`config.mk`:
```
export PLATFORM = sky130hd
export DESIGN_NAME = ssi_encoder_rack_position
export DESIGN_NICKNAME = d
export VERILOG_FILES = /design/src/sv/ssirack_pkg.sv /design/src/sv/ssi_encoder_rack_position.sv
export SDC_FILE = /design/constraint.sdc
export NUM_CORES = 1
export LEC_CHECK = 0
export ABC_CLOCK_PERIOD_IN_PS = 6050
export BUFFER_PORTS_ARGS = -buffer_cell sky130_fd_sc_hd__buf_2
export CAP_MARGIN = 20
export CORE_UTILIZATION = 40
export CTS_BUF_LIST = sky130_fd_sc_hd__clkbuf_4 sky130_fd_sc_hd__clkbuf_8
export DETAILED_ROUTE_END_ITERATION = 8
export PLACE_DENSITY = 0.67
export SETUP_SLACK_MARGIN = 0.5
export SLEW_MARGIN = 0
export SYNTH_ARGS = -nofsm -noshare
export SYNTH_HDL_FRONTEND = slang
export SYNTH_SLANG_ARGS = --single-unit
```
`constraint.sdc`:
```
create_clock -name clk -period 6.05 [get_ports clk]
set_input_delay 1.21 -clock clk [delete_from_list [all_inputs] [get_ports clk]]
set_output_delay 1.21 -clock clk [all_outputs]
set_load 0.1 [all_outputs]
```
`src/sv/ssirack_pkg.sv`:
```
// Shared constants and helpers for the SSI encoder rack position reader.
package ssirack_pkg;

  localparam int POSITION_BITS = 12;
  localparam int FRAME_BITS    = POSITION_BITS + 2;
  localparam int COUNT_W       = $clog2(FRAME_BITS + 1);
  localparam int READING_W     = 12;
  localparam int OFFSET_W      = 14;

  localparam logic [READING_W-1:0] WRAP_COUNT  = 12'd4095;
  localparam logic [READING_W-1:0] MIN_RESET   = 12'd0;
  localparam logic [READING_W-1:0] MAX_RESET   = 12'd4095;

  // Configuration register indexes
  localparam int CFG_INDEX_W = 2;
  localparam logic [CFG_INDEX_W-1:0] REG_MIN_READING = 2'd0;
  localparam logic [CFG_INDEX_W-1:0] REG_MAX_READING = 2'd1;
  localparam logic [CFG_INDEX_W-1:0] REG_CLOCKWISE   = 2'd2;

  typedef logic signed [OFFSET_W-1:0] offset_t;

  // Halve a signed value, truncating toward zero
  function automatic offset_t half_trunc(input offset_t v);
    offset_t adj;
    adj = v + (v[OFFSET_W-1] ? offset_t'(1) : offset_t'(0));
    return adj >>> 1;
  endfunction

endpackage

```
`src/sv/ssi_encoder_rack_position.sv`:
```
// SSI encoder frame reader: check bits, position and rack offset.
// Throughput: one serial bit transfer per cycle, sustained under no backpressure.
// After the transfer of its last bit, a frame's result passes through the frame
// register and then the result register before it reaches the output.
// Reset (rst_n low, synchronous) clears the bit count, shift register and
// pipeline valids, and returns the configuration registers to their defaults.
module ssi_encoder_rack_position (
  input  logic        clk,
  input  logic        rst_n,
  // configuration write port
  input  logic                             cfg_we,
  input  logic [ssirack_pkg::CFG_INDEX_W-1:0] cfg_index,
  input  logic [ssirack_pkg::READING_W-1:0]   cfg_wdata,
  // input stream
  input  logic        in_tvalid,
  output logic        in_tready,
  input  logic [7:0]  in_tdata,   // [0] sdo_bit
  input  logic [0:0]  in_tuser,   // [0] frame_start
  // result stream
  output logic        out_tvalid,
  input  logic        out_tready,
  output logic [31:0] out_tdata,  // [11:0] position, [25:12] rack_offset
  output logic [0:0]  out_tuser   // [0] position_valid
);
  import ssirack_pkg::*;

  logic [READING_W-1:0]  min_reading_r;
  logic [READING_W-1:0]  max_reading_r;
  logic                  clockwise_r;

  logic [FRAME_BITS-1:0] shift_r, shift_nxt;
  logic [COUNT_W-1:0]    count_r, count_nxt, count_inc;
  logic                  frame_done;

  logic                  frame_valid_r;
  logic [FRAME_BITS-1:0] frame_r;

  logic                  out_valid_r;
  logic [READING_W-1:0]  position_r;
  logic                  pos_ok_r;
  offset_t               offset_r;

  logic                  out_free;
  logic                  frame_adv;
  logic                  in_xfer;

  // configuration
  always_ff @(posedge clk) begin
    if (!rst_n) begin
      min_reading_r <= MIN_RESET;
      max_reading_r <= MAX_RESET;
      clockwise_r   <= 1'b1;
    end else if (cfg_we) begin
      case (cfg_index)
        REG_MIN_READING: min_reading_r <= cfg_wdata;
        REG_MAX_READING: max_reading_r <= cfg_wdata;
        REG_CLOCKWISE:   clockwise_r   <= cfg_wdata[0];
        default: ;
      endcase
    end
  end

  // handshake
  assign out_free  = !out_valid_r || out_tready;
  assign frame_adv = !frame_valid_r || out_free;
  assign in_tready = frame_adv;
  assign in_xfer   = in_tvalid && in_tready;

  // shift in one bit; a start mark restarts the count
  always_comb begin
    count_inc  = (in_tuser[0] ? '0 : count_r) + COUNT_W'(1);
    frame_done = (count_inc == COUNT_W'(FRAME_BITS));
    count_nxt  = frame_done ? '0 : count_inc;
    shift_nxt  = {shift_r[FRAME_BITS-2:0], in_tdata[0]};
  end

  always_ff @(posedge clk) begin
    if (!rst_n) begin
      shift_r <= '0;
      count_r <= '0;
    end else if (in_xfer) begin
      shift_r <= shift_nxt;
      count_r <= count_nxt;
    end
  end

  // frame register
  always_ff @(posedge clk) begin
    if (!rst_n) begin
      frame_valid_r <= 1'b0;
    end else if (frame_adv) begin
      frame_valid_r <= in_xfer && frame_done;
    end
  end

  always_ff @(posedge clk) begin
    if (in_xfer && frame_done && frame_adv) begin
      frame_r <= shift_nxt;
    end
  end

  // check bits and offset
  logic                 odd_par, even_par, chk_ok;
  logic [READING_W-1:0] pos_low;
  offset_t              pos_s, mn_s, mx_s, sp, off;
  logic                 mn_gt_mx;

  always_comb begin
    odd_par  = 1'b0;
    even_par = 1'b0;
    for (int i = 0; i < POSITION_BITS; i++) begin
      if (i % 2 == 1) odd_par  = odd_par  ^ frame_r[i];
      else            even_par = even_par ^ frame_r[i];
    end
    chk_ok = (frame_r[POSITION_BITS+1] == !odd_par) &&
             (frame_r[POSITION_BITS]   == !even_par);

    pos_low  = frame_r[READING_W-1:0];
    pos_s    = offset_t'({1'b0, pos_low});
    mn_s     = offset_t'({1'b0, min_reading_r});
    mx_s     = offset_t'({1'b0, max_reading_r});
    mn_gt_mx = (min_reading_r > max_reading_r);

    if (clockwise_r) begin
      sp = mn_gt_mx ? half_trunc(mn_s - mx_s)
                    : half_trunc(mx_s - offset_t'(WRAP_COUNT) + mn_s);
      if (max_reading_r > min_reading_r) off = pos_s - mn_s;
      else if (pos_s < sp)              off = offset_t'(WRAP_COUNT) - mn_s + pos_s;
      else                               off = pos_s - mn_s;
    end else begin
      sp = mn_gt_mx ? half_trunc(mx_s - offset_t'(WRAP_COUNT) + mn_s)
                    : half_trunc(mx_s + mn_s);
      if (mn_gt_mx)         off = mn_s - pos_s;
      else if (pos_s < sp)  off = mn_s - pos_s;
      else                  off = mn_s + offset_t'(WRAP_COUNT) - pos_s;
    end
  end

  // result register
  always_ff @(posedge clk) begin
    if (!rst_n) begin
      out_valid_r <= 1'b0;
    end else if (out_free) begin
      out_valid_r <= frame_valid_r;
    end
  end

  always_ff @(posedge clk) begin
    if (out_free && frame_valid_r) begin
      position_r <= pos_low;
      pos_ok_r   <= chk_ok;
      offset_r   <= chk_ok ? off : '0;
    end
  end

  assign out_tvalid = out_valid_r;
  assign out_tdata  = {6'd0, offset_r, position_r};
  assign out_tuser  = pos_ok_r;

  // assertions
  a_count_range: assert property (@(posedge clk) disable iff (!rst_n)
    count_r < COUNT_W'(FRAME_BITS))
    else $error("bit count out of range");

  a_invalid_zero: assert property (@(posedge clk) disable iff (!rst_n)
    out_valid_r && !pos_ok_r |-> offset_r == '0)
    else $error("offset nonzero on invalid frame");

  a_frame_hold: assert property (@(posedge clk) disable iff (!rst_n)
    frame_valid_r && !out_free |=> frame_valid_r && $stable(frame_r))
    else $error("pending frame lost under stall");

  a_frame_load: assert property (@(posedge clk) disable iff (!rst_n)
    in_xfer && frame_done |=> frame_valid_r)
    else $error("completed frame not captured");

endmodule
```
Word-level counts from Yosys, hierarchy flattened
Index checks and enable logic that the tools add are counted.

Bits of input ports: 28. Logic and storage cells: 71. Register bits after elaboration: 85.

Add/sub/neg operators: 14. Equal/unequal tests: 5. Bitwise operators: 10. $lt $le $gt $ge: 4. Reduce and logical (&&, ||, !) cells: 15. Mux-type cells: 12.

Operators with widths (number): $mux W14 (7); $sub A12 B12 Y13 (3); $add A13 B13 Y14 (2); $lt A13 B14 Y1 (2); $gt A12 B12 Y1 (2); $add A13 B1 Y14 (1); $add A13 B2 Y14 (1); $add A14 B2 Y14 (1); $sub A13 B12 Y14 (1); $add A12 B12 Y13 (1); $add A12 B12 Y13 const B (1); $sub A12 B12 Y13 const A (1); $sub A12 B12 Y13 const B (1); $xor A1 B1 Y1 (10); $mux W4 (2); $reduce_and A2 Y1 (3); $logic_and A1 B1 Y1 (5); $add A4 B1 Y4 const B (1); $eq A4 B4 Y1 const B (1); $logic_not A1 Y1 (4); $mux W1 (3); $eq A1 B1 Y1 (2); $eq A2 B1 Y1 const B (1); $eq A2 B2 Y1 const B (1); 2 further kinds (3).

Logic depth before layout (Yosys ltp)
Word-level depth: 9. Gate-level depth with buffers: 28. Mapped depth without buffers: 28.

Worst setup path before layout
No wires, ideal clock.

Path kind: reg-to-reg. Start: reg max_reading_r[1]. End: reg offset_r[5], data pin. Cell stages (with the launch flop): 28. Clock period less this slack: 5650 ps. Path buffers: 0. Slack: 400 ps. Required time: 5785 ps. Data arrival time: 5384 ps. Cells stage by stage: dfxtp_1 > ha_1 > and3_4 > nand3_1 > xnor2_1 > ha_1 > a21o_1 > a31oi_1 > o21a_1 > a21boi_4 > nor3b_1 > ha_1 > nand2_1 > nor2_1 > nand2_1 > xnor2_1 > o21ai_0 > ha_1 > and4_1 > and2_1 > o21ai_0 > o21ai_0 > or4_1 > nor2_2 > o21ai_4 > mux2_4 > and3_1 > or3_1.

Word-level cells in the longest chain between the ends: 9.

RTL lines: from (decl) (RTL line ssi_encoder_rack_position.sv:28) `logic [READING_W-1:0] max_reading_r;`; from (signal assigned) (RTL line ssi_encoder_rack_position.sv:56) `REG_MAX_READING: max_reading_r <= cfg_wdata;`; $sub A12 B12 Y13 (RTL line ssi_encoder_rack_position.sv:126, ssi_encoder_rack_position.sv:131); $add A13 B13 Y14 (RTL line ssi_encoder_rack_position.sv:126, ssi_encoder_rack_position.sv:131); $mux W1 (RTL line ssirack_pkg.sv:25) `adj = v + (v[OFFSET_W-1] ? offset_t'(1) : offset_t'(0));`; $add A14 B2 Y14 (RTL line ssirack_pkg.sv:25); $mux W14, on equally long branches (RTL line ssi_encoder_rack_position.sv:131, ssi_encoder_rack_position.sv:125); $lt A13 B14 Y1, on equally long branches (RTL line ssi_encoder_rack_position.sv:134, ssi_encoder_rack_position.sv:128); $mux W14, on equally long branches (RTL line ssi_encoder_rack_position.sv:134, ssi_encoder_rack_position.sv:128); $mux W14, on equally long branches (RTL line ssi_encoder_rack_position.sv:133, ssi_encoder_rack_position.sv:127); $mux W14 * (RTL line ssi_encoder_rack_position.sv:124) `if (clockwise_r) begin`; to (signal assigned) (RTL line ssi_encoder_rack_position.sv:152) `offset_r <= chk_ok ? off : '0;`; to (decl) (RTL line ssi_encoder_rack_position.sv:41) `offset_t offset_r;`.

Every way passes the cells marked *; elsewhere a longest branch is shown, timed or not. A chain may end at the register's enable or synchronous reset.

Worst setup path after layout
Start: reg max_reading_r[0]. End: reg offset_r[7], data pin.

Same word-level chain as after synthesis.

==> results.json <==
{
  "pre_cts_slack_ns": 0.03996,
  "synth_cell_types": 96,
  "start_kind": "register",
  "period_minus_slack_ns": 5.672,
  "peakVddDrop_mv": 0.1355,
  "grt.overflow.total": 0,
  "root_buffer": "clkbuf_8",
  "firstDrtPassIters": 5,
  "vias": 7205,
  "cpPeakStageDelay_ns": 0.58,
  "grt_pass1_wl_um": 36100,
  "area_growth_syn_to_layout_pct": 16.60,
  "grt_antenna_before_repair": 0,
  "synth_area_per_cell_um2": 8.503,
  "end_kind": "register",
  "status": "finished, final reports clean",
  "leakage_nw": 3.862,
  "first_global_vias": 6720,
  "dp_hpwl_um": 17820,
  "drc": 0,
  "rsz0062_at_grt": "true",
  "setup_viol": 0,
  "antenna_left": 0,
  "die-height_um": 145.0,
  "critPathRequiredTime_ns": 6.15,
  "cap_viol_max_count": 0,
  "cts_max_level": 3,
  "ys_seq_area_share_pct": 25.82,
  "period_share_pct": 93.75,
  "hold_buffers": 0,
  "die_w_um": 145.0,
  "start_util_pct": 41.35,
  "cts_buffers": 9,
  "clk_latency_ns": 0.38,
  "dieArea_mm2": 0.02103,
  "hold_viol_final": 0,
  "grt_max_degree": 44,
  "wl_per_cell_um": 17.42,
  "tritoncts": "yes",
  "slew_violations": 0,
  "min-delay-path-class": "register to register",
  "crit_fanout": 5,
  "drive_gt1_share_pct": 21.91,
  "fmax_ghz": 0.1763,
  "synthArstFlopShare_pct": 0,
  "nets": 1151,
  "viasPerCell": 5.538,
  "synth-seq-cells": 85,
  "ys_warn_count": 0,
  "arrival_ns": 5.77,
  "io_pins": 63,
  "setup_tns_ns": 0,
  "maxSlewHeadroom_pct": 39.69,
  "grt_usage_pct": 21.69,
  "cts.reportedPaths.clkPinSlew_ns": 0.09,
  "clock_sinks": 85,
  "syn-instance-count": 962,
  "clockBufferDepth": 2,
  "path_cells": "ha_4 -> buf_4 -> xor2_1 -> ha_1 -> nor2b_4 -> o31a_1 -> o41ai_1 -> xnor2_2 -> o311a_4 -> nand3_1 -> xor2_2 -> buf_4 -> mux2i_1 -> ha_1 -> nand2_1 -> nor2_2 -> o21ai_1 -> o21ai_1 -> or4_4 -> nor3_1 -> a221oi_4 -> a311oi_2 -> o21a_2 -> nor3_2",
  "layout_setup_ws_ns": 0.3780,
  "port_buffers": 49,
  "power.density_mw_per_mm2": 170.1,
  "final.setup_skew_ns": 0.01366,
  "row_count": 51,
  "fp.coreArea_mm2": 0.01978,
  "synth_edf_count": 41,
  "ys.flop_type": "dfxtp_1",
  "routed_wl_um": 22670,
  "slowest_stage": "or4_4",
  "first_iter_violations": 568,
  "worstSetupPathType": "register to register",
  "netlist_area_mm2": 0.008180,
  "tightest_slew_ns": 0.8921,
  "globalplace.congestion": 0.9523,
  "fill_cells": 1913,
  "num_antenna_cells": 0
}
-- what timing repair did --
item | CTS | global route
setup buffers | 17 | 5
setup endpoints to repair | 14 | 14
pin swaps | 38 | 18
gates resized for setup | 73 | 28
-- flip-flops by register name, summed over array words and instances, names as in the netlist --
register / cells
clockwise_r: 1
count_r: 4
frame_r: 14
frame_valid_r: 1
max_reading_r: 12
min_reading_r: 12
offset_r: 14
out_tuser: 1
out_tvalid: 1
position_r: 12
shift_r: 13
-- Yosys cell counts, types with 6 or more instances --
cell	n	share of area (%)
xor2_1	14	1.5
dfxtp_1	44	11
a21boi_0	14	1.3
inv_1	56	2.6
nand4_1	13	0.99
nand2_1	86	3.9
a31oi_1	6	0.46
o21ai_0	40	2.4
mux2i_1	15	1.8
nand2b_1	12	0.92
xnor2_1	53	5.7
a21oi_1	81	5.0
and2_1	7	0.54
edfxtp_1	41	15
o211ai_1	21	1.9
clkbuf_1	22	1.0
a211o_1	7	0.75
buf_4	11	1.0
ha_1	87	13
a211oi_1	7	0.64
nor2_1	64	2.9
o21a_1	12	1.1
nand3_1	27	1.7
nor3_1	22	1.3
a21o_1	25	2.3
o21bai_1	12	1.1
nand3b_1	7	0.64
nor2b_1	28	2.1
and3_1	11	0.84
-- through the flow --
stage	utilization [%]	hold WS [ns]	instance area (µm²)	power [mW]	instances
floorplan	-	0.4081	8219	1.037	967
global placement	44.11	0.4182	8726	1.153	1263
detailed placement	44.11	0.4163	8726	1.160	1263
CTS	47.28	0.4467	9353	1.607	1296
global route	48.22	0.4684	9538	1.717	1301
finish	48.22	0.4493	9538	1.623	1301
-- cells by family (layout without fill, tap and decap cells) --
family	after synthesis	after routing	synth area share, %
flip-flops	85	85	25.82
buffers and inverters	103	172	6.133
adder cells (fa/ha/maj)	92	92	14.53
AO/OA/AOI/OAI	274	274	22.81
multiplexers	19	19	2.432
XOR/XNOR	69	69	7.571
other	1	6	0.04584
AND/OR/NAND/NOR	319	319	20.66
-- layout by cell type, fill, tap and decap left out, types with 13 or more instances in the layout --
cell type,count
nor3_1,16
inv_1,53
buf_2,49
nor2b_1,27
a21o_1,25
o21ai_0,33
xnor2_1,51
o211ai_1,21
nand2_1,80
nand3_1,25
mux2i_1,13
a21oi_1,73
dfxtp_1,38
nand4_1,13
a21boi_0,14
edfxtp_1,41
buf_4,45
ha_1,82
nor2_1,60
-- cell type report --
class / count / area, µm² / share of cell area (%)
well taps: 265 / 331.6 / 3.476
multi-input cells: 779 / 6033 / 63.26
inverters: 58 / 217.7 / 2.283
flip-flops and latches: 85 / 2125 / 22.27
clock buffers: 9 / 123.9 / 1.299
clock inverters: 7 / 78.83 / 0.8264
repair buffers: 98 / 628.1 / 6.585
-- where the power goes --
part	switching [mW]	internal, mW	total [mW]
logic	0.342	0.259	0.601
registers	0.0124	0.606	0.619
clock network	0.240	0.162	0.402
-- worst paths after layout --
| kind | from | to | slack (ns) | depth (start not counted) |
|---|---|---|---|---|
| setup reg to reg | max_reading_r[0]$_SDFFE_PN1P_ | offset_r[7]$_SDFFCE_PN0P_ | 0.38 | 24 |
| hold / removal | shift_r[12]$_SDFFE_PN0P_ | frame_r[13]$_DFFE_PP_ | 0.45 | 0 |
| hold reg to reg | shift_r[12]$_SDFFE_PN0P_ | frame_r[13]$_DFFE_PP_ | 0.45 | 0 |
| setup / recovery | max_reading_r[0]$_SDFFE_PN1P_ | offset_r[7]$_SDFFCE_PN0P_ | 0.38 | 24 |
-- critical path, delay by kind of cell (launching register included) --
family,cells,cell delay (ns)
flops,1,0.38
compound gates,8,1.82
simple gates,7,1.43
buf+inv,2,0.26
mux,1,0.14
fa+ha+maj,3,0.78
xor+xnor,3,0.57
-- per-layer routing --
metal | track usage, % | vias up | share of wire (%)
li1 | - | 3589 | -
met1 | 30.68 | 3381 | 48
met2 | 33.77 | 207 | 45
met3 | 3.019 | 28 | 5.4
met4 | 6.968 | 0 | 1.7
met5 | 0 | - | 0
No activity file was read; power rests on OpenSTA's default activity.
